## config.mk

```make
export PLATFORM = sky130hd
export DESIGN_NAME = sorted_list_insert_delete_unit
export DESIGN_NICKNAME = d
export VERILOG_FILES = /design/src/rtl/slid_pkg.sv /design/src/rtl/slid_cell.sv /design/src/rtl/sorted_list_insert_delete_unit.sv
export SDC_FILE = /design/constraint.sdc
export NUM_CORES = 2
export LEC_CHECK = 0
export ABC_AREA = 1
export BUFFER_PORTS_ARGS = -buffer_cell sky130_fd_sc_hd__buf_4
export CORE_ASPECT_RATIO = 1.5
export CORE_MARGIN = 4
export CORE_UTILIZATION = 41
export DETAILED_ROUTE_END_ITERATION = 7
export PLACE_DENSITY = 0.53
export SYNTH_ARGS = -nofsm -noshare
export SYNTH_HDL_FRONTEND = slang
export SYNTH_SLANG_ARGS = --single-unit
```

## constraint.sdc

```tcl
create_clock -name clk -period 6.8 [get_ports clk]
set_input_delay 1.02 -clock clk [delete_from_list [all_inputs] [get_ports clk]]
set_output_delay 1.02 -clock clk [all_outputs]
set_load 0.05 [all_outputs]
```

## src/rtl/slid_pkg.sv

```systemverilog
`default_nettype none
// ----------------------------------------------------------------------------
// slid_pkg
// Shared types and codes for the sorted list unit: operation and status codes,
// cell commands and the input and result beat layouts.
// ----------------------------------------------------------------------------
package slid_pkg;

  localparam int DEPTH_DEF = 16;
  localparam int VAL_W     = 32;

  // operation codes
  localparam logic [1:0] OP_INSERT = 2'd0;
  localparam logic [1:0] OP_DELETE = 2'd1;
  localparam logic [1:0] OP_SHOW   = 2'd2;
  localparam logic [1:0] OP_NONE   = 2'd3;

  // status codes
  localparam logic [1:0] ST_OK       = 2'd0;
  localparam logic [1:0] ST_FULL     = 2'd1;
  localparam logic [1:0] ST_NOTFOUND = 2'd2;
  localparam logic [1:0] ST_EMPTY    = 2'd3;

  // cell commands
  localparam logic [1:0] CELL_HOLD = 2'd0;
  localparam logic [1:0] CELL_INS  = 2'd1;
  localparam logic [1:0] CELL_DEL  = 2'd2;
  localparam logic [1:0] CELL_ROT  = 2'd3;

  typedef struct packed {
    logic [1:0]              operation;
    logic signed [VAL_W-1:0] value;
  } in_item_t;

  typedef struct packed {
    logic [1:0]              status;
    logic signed [VAL_W-1:0] entry_value;
    logic                    is_last;
  } out_item_t;

  // command broadcast to every cell of the row
  typedef struct packed {
    logic [1:0]              cmd;
    logic signed [VAL_W-1:0] key;
  } cell_ctrl_t;

  // per-cell position flags
  typedef struct packed {
    logic occ;      // cell holds a live entry
    logic tail;     // last live entry
    logic left_lt;  // left neighbor is smaller than the key (set for the head)
  } cell_pos_t;

endpackage : slid_pkg
`default_nettype wire

```

## src/rtl/slid_cell.sv

```systemverilog
`default_nettype none
// ----------------------------------------------------------------------------
// slid_cell
// One slot of the sorted row: holds one value, compares it against the key and
// takes its own, the key, a neighbor's or the head cell's value each cycle.
// ----------------------------------------------------------------------------
module slid_cell (
  input  wire logic                              clk,
  input  wire slid_pkg::cell_ctrl_t              ctrl,
  input  wire slid_pkg::cell_pos_t               pos,
  input  wire logic signed [slid_pkg::VAL_W-1:0] left_value,
  input  wire logic signed [slid_pkg::VAL_W-1:0] right_value,
  input  wire logic signed [slid_pkg::VAL_W-1:0] wrap_value,
  output logic signed [slid_pkg::VAL_W-1:0]      value,
  output logic                                   lt,
  output logic                                   eq
);
  import slid_pkg::*;

  logic signed [VAL_W-1:0] value_r;
  logic signed [VAL_W-1:0] value_nxt;

  assign value = value_r;
  assign lt    = pos.occ && (value_r < ctrl.key);
  assign eq    = pos.occ && (value_r == ctrl.key);

  always_comb begin
    value_nxt = value_r;
    unique case (ctrl.cmd)
      CELL_HOLD: value_nxt = value_r;
      // smaller entries stay; the first slot not smaller takes the key, the rest move right
      CELL_INS: begin
        if (lt) begin
          value_nxt = value_r;
        end else if (pos.left_lt) begin
          value_nxt = ctrl.key;
        end else begin
          value_nxt = left_value;
        end
      end
      // smaller entries stay; from the first match on, advance left by one
      CELL_DEL: begin
        if (lt) begin
          value_nxt = value_r;
        end else begin
          value_nxt = right_value;
        end
      end
      // rotate the live entries toward the head
      CELL_ROT: begin
        if (pos.tail) begin
          value_nxt = wrap_value;
        end else begin
          value_nxt = right_value;
        end
      end
      default: value_nxt = value_r;
    endcase
  end

  always_ff @(posedge clk) begin
    value_r <= value_nxt;
  end

endmodule : slid_cell
`default_nettype wire

```

## src/rtl/sorted_list_insert_delete_unit.sv

```systemverilog
`default_nettype none
// ----------------------------------------------------------------------------
// sorted_list_insert_delete_unit
// Bounded ascending list of signed 32-bit values held in a row of cells.
// ----------------------------------------------------------------------------
// An item is taken when start is high and busy is low. Insert and delete
// first latch the command; then every cell compares its entry with the value
// in parallel and, on success, the entries from the insert or delete point
// on shift by one place. Each gives one result beat on the cycle after that.
// Show also latches the command first, then streams one beat per cycle as
// the live entries rotate through the head cell (a single ST_EMPTY beat when
// empty); the row is back in order once the last beat is out. An unused
// operation code gives no beat. Result beats are strobed by out_valid for
// one cycle each and cannot be held off.
// ----------------------------------------------------------------------------
module sorted_list_insert_delete_unit #(
  parameter int DEPTH = slid_pkg::DEPTH_DEF
) (
  input  wire logic                clk,
  input  wire logic                rst_n,
  input  wire logic                start,
  output logic                     busy,
  input  wire slid_pkg::in_item_t  in_item,
  output logic                     out_valid,
  output slid_pkg::out_item_t      out_item
);
  import slid_pkg::*;

  localparam int CNT_W = $clog2(DEPTH + 1);

  localparam logic [1:0] S_IDLE = 2'd0;
  localparam logic [1:0] S_EXEC = 2'd1;
  localparam logic [1:0] S_SHOW = 2'd2;

  logic [1:0]              state_r, state_nxt;
  logic [1:0]              op_r, op_nxt;
  logic signed [VAL_W-1:0] key_r, key_nxt;
  logic [CNT_W-1:0]        cnt_r, cnt_nxt;
  logic [CNT_W-1:0]        idx_r, idx_nxt;
  logic                    out_valid_r, out_valid_nxt;
  out_item_t               out_item_r, out_item_nxt;

  cell_ctrl_t              ctrl;
  cell_pos_t               pos   [DEPTH];
  logic signed [VAL_W-1:0] cval  [DEPTH];
  logic [DEPTH-1:0]        lt_v;
  logic [DEPTH-1:0]        eq_v;
  logic                    found;
  logic                    accept;
  logic [CNT_W-1:0]        idx_inc;

  assign busy      = (state_r != S_IDLE);
  assign accept    = start && !busy;
  assign out_valid = out_valid_r;
  assign out_item  = out_item_r;
  assign found     = |eq_v;
  assign idx_inc   = idx_r + CNT_W'(1);

  // cell row
  for (genvar i = 0; i < DEPTH; i++) begin : g_cell
    logic signed [VAL_W-1:0] left_v;
    logic signed [VAL_W-1:0] right_v;

    assign pos[i].occ     = (CNT_W'(i) < cnt_r);
    assign pos[i].tail    = (cnt_r == CNT_W'(i + 1));
    if (i == 0) begin : g_head
      assign pos[i].left_lt = 1'b1;
      assign left_v         = ctrl.key;
    end else begin : g_body
      assign pos[i].left_lt = lt_v[i-1];
      assign left_v         = cval[i-1];
    end
    if (i == DEPTH - 1) begin : g_end
      assign right_v = cval[i];
    end else begin : g_mid
      assign right_v = cval[i+1];
    end

    slid_cell u_cell (
      .clk         (clk),
      .ctrl        (ctrl),
      .pos         (pos[i]),
      .left_value  (left_v),
      .right_value (right_v),
      .wrap_value  (cval[0]),
      .value       (cval[i]),
      .lt          (lt_v[i]),
      .eq          (eq_v[i])
    );
  end

  always_comb begin
    state_nxt     = state_r;
    op_nxt        = op_r;
    key_nxt       = key_r;
    cnt_nxt       = cnt_r;
    idx_nxt       = idx_r;
    out_valid_nxt = 1'b0;
    out_item_nxt  = out_item_r;
    ctrl.cmd      = CELL_HOLD;
    ctrl.key      = key_r;

    unique case (state_r)
      S_IDLE: begin
        if (accept) begin
          op_nxt    = in_item.operation;
          key_nxt   = in_item.value;
          state_nxt = S_EXEC;
        end
      end
      S_EXEC: begin
        state_nxt                = S_IDLE;
        out_item_nxt.entry_value = '0;
        out_item_nxt.is_last     = 1'b1;
        unique case (op_r)
          OP_INSERT: begin
            out_valid_nxt = 1'b1;
            if (cnt_r == CNT_W'(DEPTH)) begin
              out_item_nxt.status = ST_FULL;
            end else begin
              ctrl.cmd            = CELL_INS;
              cnt_nxt             = cnt_r + CNT_W'(1);
              out_item_nxt.status = ST_OK;
            end
          end
          OP_DELETE: begin
            out_valid_nxt = 1'b1;
            if (cnt_r == '0) begin
              out_item_nxt.status = ST_EMPTY;
            end else if (!found) begin
              out_item_nxt.status = ST_NOTFOUND;
            end else begin
              ctrl.cmd            = CELL_DEL;
              cnt_nxt             = cnt_r - CNT_W'(1);
              out_item_nxt.status = ST_OK;
            end
          end
          OP_SHOW: begin
            out_valid_nxt = 1'b1;
            if (cnt_r == '0) begin
              out_item_nxt.status = ST_EMPTY;
            end else begin
              // emit the head and rotate
              ctrl.cmd                 = CELL_ROT;
              out_item_nxt.status      = ST_OK;
              out_item_nxt.entry_value = cval[0];
              out_item_nxt.is_last     = (cnt_r == CNT_W'(1));
              idx_nxt                  = CNT_W'(1);
              if (cnt_r != CNT_W'(1)) begin
                state_nxt = S_SHOW;
              end
            end
          end
          OP_NONE: begin
            out_valid_nxt = 1'b0;
          end
          default: out_valid_nxt = 1'b0;
        endcase
      end
      S_SHOW: begin
        ctrl.cmd                 = CELL_ROT;
        out_valid_nxt            = 1'b1;
        out_item_nxt.status      = ST_OK;
        out_item_nxt.entry_value = cval[0];
        out_item_nxt.is_last     = (idx_inc == cnt_r);
        idx_nxt                  = idx_inc;
        if (idx_inc == cnt_r) begin
          state_nxt = S_IDLE;
        end
      end
      default: state_nxt = S_IDLE;
    endcase
  end

  always_ff @(posedge clk) begin
    if (!rst_n) begin
      state_r     <= S_IDLE;
      cnt_r       <= '0;
      idx_r       <= '0;
      out_valid_r <= 1'b0;
    end else begin
      state_r     <= state_nxt;
      cnt_r       <= cnt_nxt;
      idx_r       <= idx_nxt;
      out_valid_r <= out_valid_nxt;
    end
  end

  always_ff @(posedge clk) begin
    op_r       <= op_nxt;
    key_r      <= key_nxt;
    out_item_r <= out_item_nxt;
  end

  a_cnt_bound: assert property (@(posedge clk) disable iff (!rst_n)
    cnt_r <= CNT_W'(DEPTH))
    else $error("entry count above depth");

  a_beat_from_work: assert property (@(posedge clk) disable iff (!rst_n)
    out_valid |-> $past(busy))
    else $error("result beat without work in flight");

  a_accept_exec: assert property (@(posedge clk) disable iff (!rst_n)
    accept |=> (state_r == S_EXEC))
    else $error("accepted beat not executed");

  a_show_live: assert property (@(posedge clk) disable iff (!rst_n)
    (state_r == S_SHOW) |-> ((cnt_r != '0) && (idx_r < cnt_r)))
    else $error("show stream past live entries");

endmodule : sorted_list_insert_delete_unit
`default_nettype wire
```

==> reports/qor.yml <==
setup_path:
  path_max_fanout: 167
  cp_num_buf_inv: 4
  r2r-start: "g_cell[0].left_v[19]"
  start_kind: "flop"
  regToRegEndpoint: "g_cell[15].u_cell.value[1]"
  required_ns: 7.35
  critPathLaunch: "g_cell[0].left_v[19]"
  path_class: "reg2reg"
  crit_cells: 18
  cp-endpoint: "g_cell[15].u_cell.value[1]"
  cp-end-kind: "flop"
  rrSetupSlack_ns: 0.94
  crit_path_frequent_cell: "nand2_1"
  path_delay_family: "simple AND/OR/NAND/NOR gates"
  max_stage_delay_ns: 0.99
  slowest_stage: "edfxtp_1"
  path_cells: "inv_1 > ha_1 > nand2_1 > nor2_1 > nand2_1 > nor2_1 > nand3_1 > nand2_1 > nor2_1 > nand2_1 > inv_2 > nand2_1 > nand3_1 > nand2_4 > buf_4 > buf_12 > nand3_1 > nand2_1"
  cp.arrival_ns: 6.41
  ff2ff_path_depth: 18
cells_and_area:
  syn2layout_area_growth_pct: 6.88
  mostFrequentLayoutCells: "nand2_1 (2560), nand3_1 (1036), nand4_1 (939)"
  n_fill_cell: 13700
  final_area_mm2: 0.0581
  seq_area_mm2: 0.0177
  fin_util_pct: 44.1
  multi_input_area_mm2: 0.0332
  fin_cells: 9137
  nets: 7911
  final_common_cell: "nand2_1"
  drive_gt1_share_pct: 5.19
route:
  num_vias: 58100
  drt_iter0_drc: 7110
  routedWlPerCell_um: 26.8
  drc: 0
  drt-vias-per-instance: 6.36
  first_pass_iters: 6
  postRouteAntennaNets: 0
  drt-total-wl_um: 245000
logic_synthesis:
  syn-num-nets: 8285
  syn-cell-area_mm2: 0.0544
  ys_seq_elements: 594
  yosys_warnings: 0
  syn_area_per_cell_um2: 7.04
  synth.distinct_cells: 43
  synth_seq_area_share_pct: 32.6
  synthCells: 7723
clock_tree:
  cts_tree: "done"
  clock_latency_ns: 0.70
  hold_buffers: 0
  cts.sink_count: 594
  ctsResizeCount: 0
  root_buffer: "clkbuf_16"
  clockBufferDepth: 3
  cts_max_level: 3
  clk_pin_slew_ns: 0.06
  cts_buffers: 74
  post-cts-setup-buffers: 0
grt:
  track_usage_pct: 34.0
  grt_max_degree: 241
  grt_antenna_before_repair: 3
  grt_pass1_wl_um: 362000
  grt_overflow: 0
  grt_pass1_vias: 54500
die:
  io_pins: 74
  floorplan.initialDensity_pct: 41.3
  die_w_um: 305
  rows: 163
  core_mm2: 0.132
  die_h_um: 454
  dieArea_mm2: 0.139
placement:
  hpwl_um: 160000
  place_congestion: 0.899
  port_buffers: 73
  placed_cells: 9005
  placement.cell_area_mm2: 0.0558
worst_hold_path:
  hold_path_depth: 2
  hold_class: "reg2reg"
power:
  p_leak_uw: 0.0259
  intPower_uw: 7660
  power_frac_comb_pct: 30.6
  p_clk_share_pct: 32.7
  switchingPower_uw: 5100
  p_per_area_mw_per_mm2: 220
  ir_drop_v: 0.000179
  switching_share_pct: 39.9
  p_seq_share_pct: 36.7
sta:
  fmax_ghz: 0.171
  period_share_pct: 86.2
  period_minus_slack_ns: 5.86
  relSlewSlack_pct: 18.6
  drv_slew: 0
  tns_ns: 0
  grt_setup_unrepaired: "no"
  tightestPinTransition_ns: 1.22
  setup_viol: 0
  final.setup_skew_ns: 0.0339
  hold_violations: 0
flow_run:
  drv_cap: 0
run_status:
  outcome: "finished, final reports clean"
-- logic make-up after synthesis --
group,count (synthesis),synth area share [%]
and+or+nand+nor,4854,40.4
DFF,594,32.6
adders and majority gates,525,12.1
buffers and inverters,889,6.63
xor gates and xnor gates,14,0.226
AOI/OAI and AO/OA,847,8.06
-- layer usage --
metal | vias up | wire length, µm | track usage (%)
met1 | 27600 | 97100 | 43.9
met2 | 3267 | 113000 | 56.0
met5 | - | 0 | 0
met4 | 0 | 13200 | 17.4
met3 | 610 | 21300 | 4.31
li1 | 26600 | - | -
-- cell usage after synthesis (all sizes together) --
| cell type | count | area (µm²) |
|---|---|---|
| xnor2 | 3 | 26.3 |
| nor2 | 281 | 1100 |
| nor3b | 1 | 7.51 |
| o211ai | 14 | 105 |
| nand4 | 939 | 5870 |
| nand3 | 1041 | 5220 |
| a211o | 1 | 8.76 |
| a211oi | 2 | 15.0 |
| o21bai | 3 | 22.5 |
| o21ba | 1 | 10.0 |
| o21a | 21 | 158 |
| a21oi | 262 | 1310 |
| clkinv | 2 | 7.51 |
| xor2 | 11 | 96.3 |
| o31ai | 1 | 7.51 |
| dfxtp | 13 | 260 |
| nand3b | 2 | 15.0 |
| inv | 198 | 746 |
| a31oi | 3 | 33.8 |
| and2 | 1 | 6.26 |
| nor3 | 10 | 55.1 |
| clkbuf | 484 | 1820 |
| o21ai | 535 | 2680 |
| ha | 525 | 6570 |
| buf | 205 | 1040 |
| edfxtp | 581 | 17400 |
| a22oi | 4 | 30.0 |
| nand2 | 2579 | 9710 |
-- sequential cells by signal, summed over array words and instances, names as in the netlist --
| signal | count |
|---|---|
| idx_r | 5 |
| out_valid | 1 |
| state_r | 2 |
| out_item | 35 |
| cnt_r | 5 |
| g_cell.u_cell.value | 512 |
| op_r | 2 |
| g_cell.left_v | 32 |
-- per-stage QoR --
step                      setup slack, ns  power [µW]  hold WS, ns
final                               0.941       12800        0.490
after global routing                0.809       13300        0.502
after CTS                            1.23       12700        0.467
after detailed placement             1.25        8550        0.478
after global placement               1.23        8490        0.471
after floorplan                      2.16        7130        0.458
-- power by group through the flow --
stage | clock network (µW) | registers [µW] | logic, µW
final | 4180 | 4680 | 3900
after global routing | 4340 | 4700 | 4210
after CTS | 4220 | 4670 | 3820
after detailed placement | 0 | 4740 | 3810
after global placement | 0 | 4740 | 3740
after floorplan | 0 | 4730 | 2390
-- tightest hold or removal path, delay by kind of cell, from the launching register on --
kind,cells,cell delay (ns)
compound gates,1,0.05
flops,1,0.33
simple gates,1,0.07
-- layout make-up --
| class | count | area share (%) |
|---|---|---|
| antenna | 3 | 0.0129 |
| clock buffer | 100 | 3.48 |
| tap | 1732 | 3.73 |
| multi-input combinational | 6240 | 57.1 |
| inverter | 200 | 1.32 |
| sequential | 594 | 30.5 |
| clock inverter | 29 | 0.540 |
| timing repair buffer | 239 | 3.37 |
-- worst min-delay path by stage --
| stage | from | to | slack, ns |
|---|---|---|---|
| after floorplan | state_r[0] | state_r[0] | 0.46 |
| after global routing | in_item[1] | g_cell[0].left_v[1] | 0.50 |
| after detailed placement | state_r[0] | state_r[0] | 0.48 |
| after global placement | state_r[0] | state_r[0] | 0.47 |
| after CTS | in_item[33] | op_r[1] | 0.47 |
| final | state_r[0] | state_r[0] | 0.49 |
No activity file was read; power rests on OpenSTA's default activity.
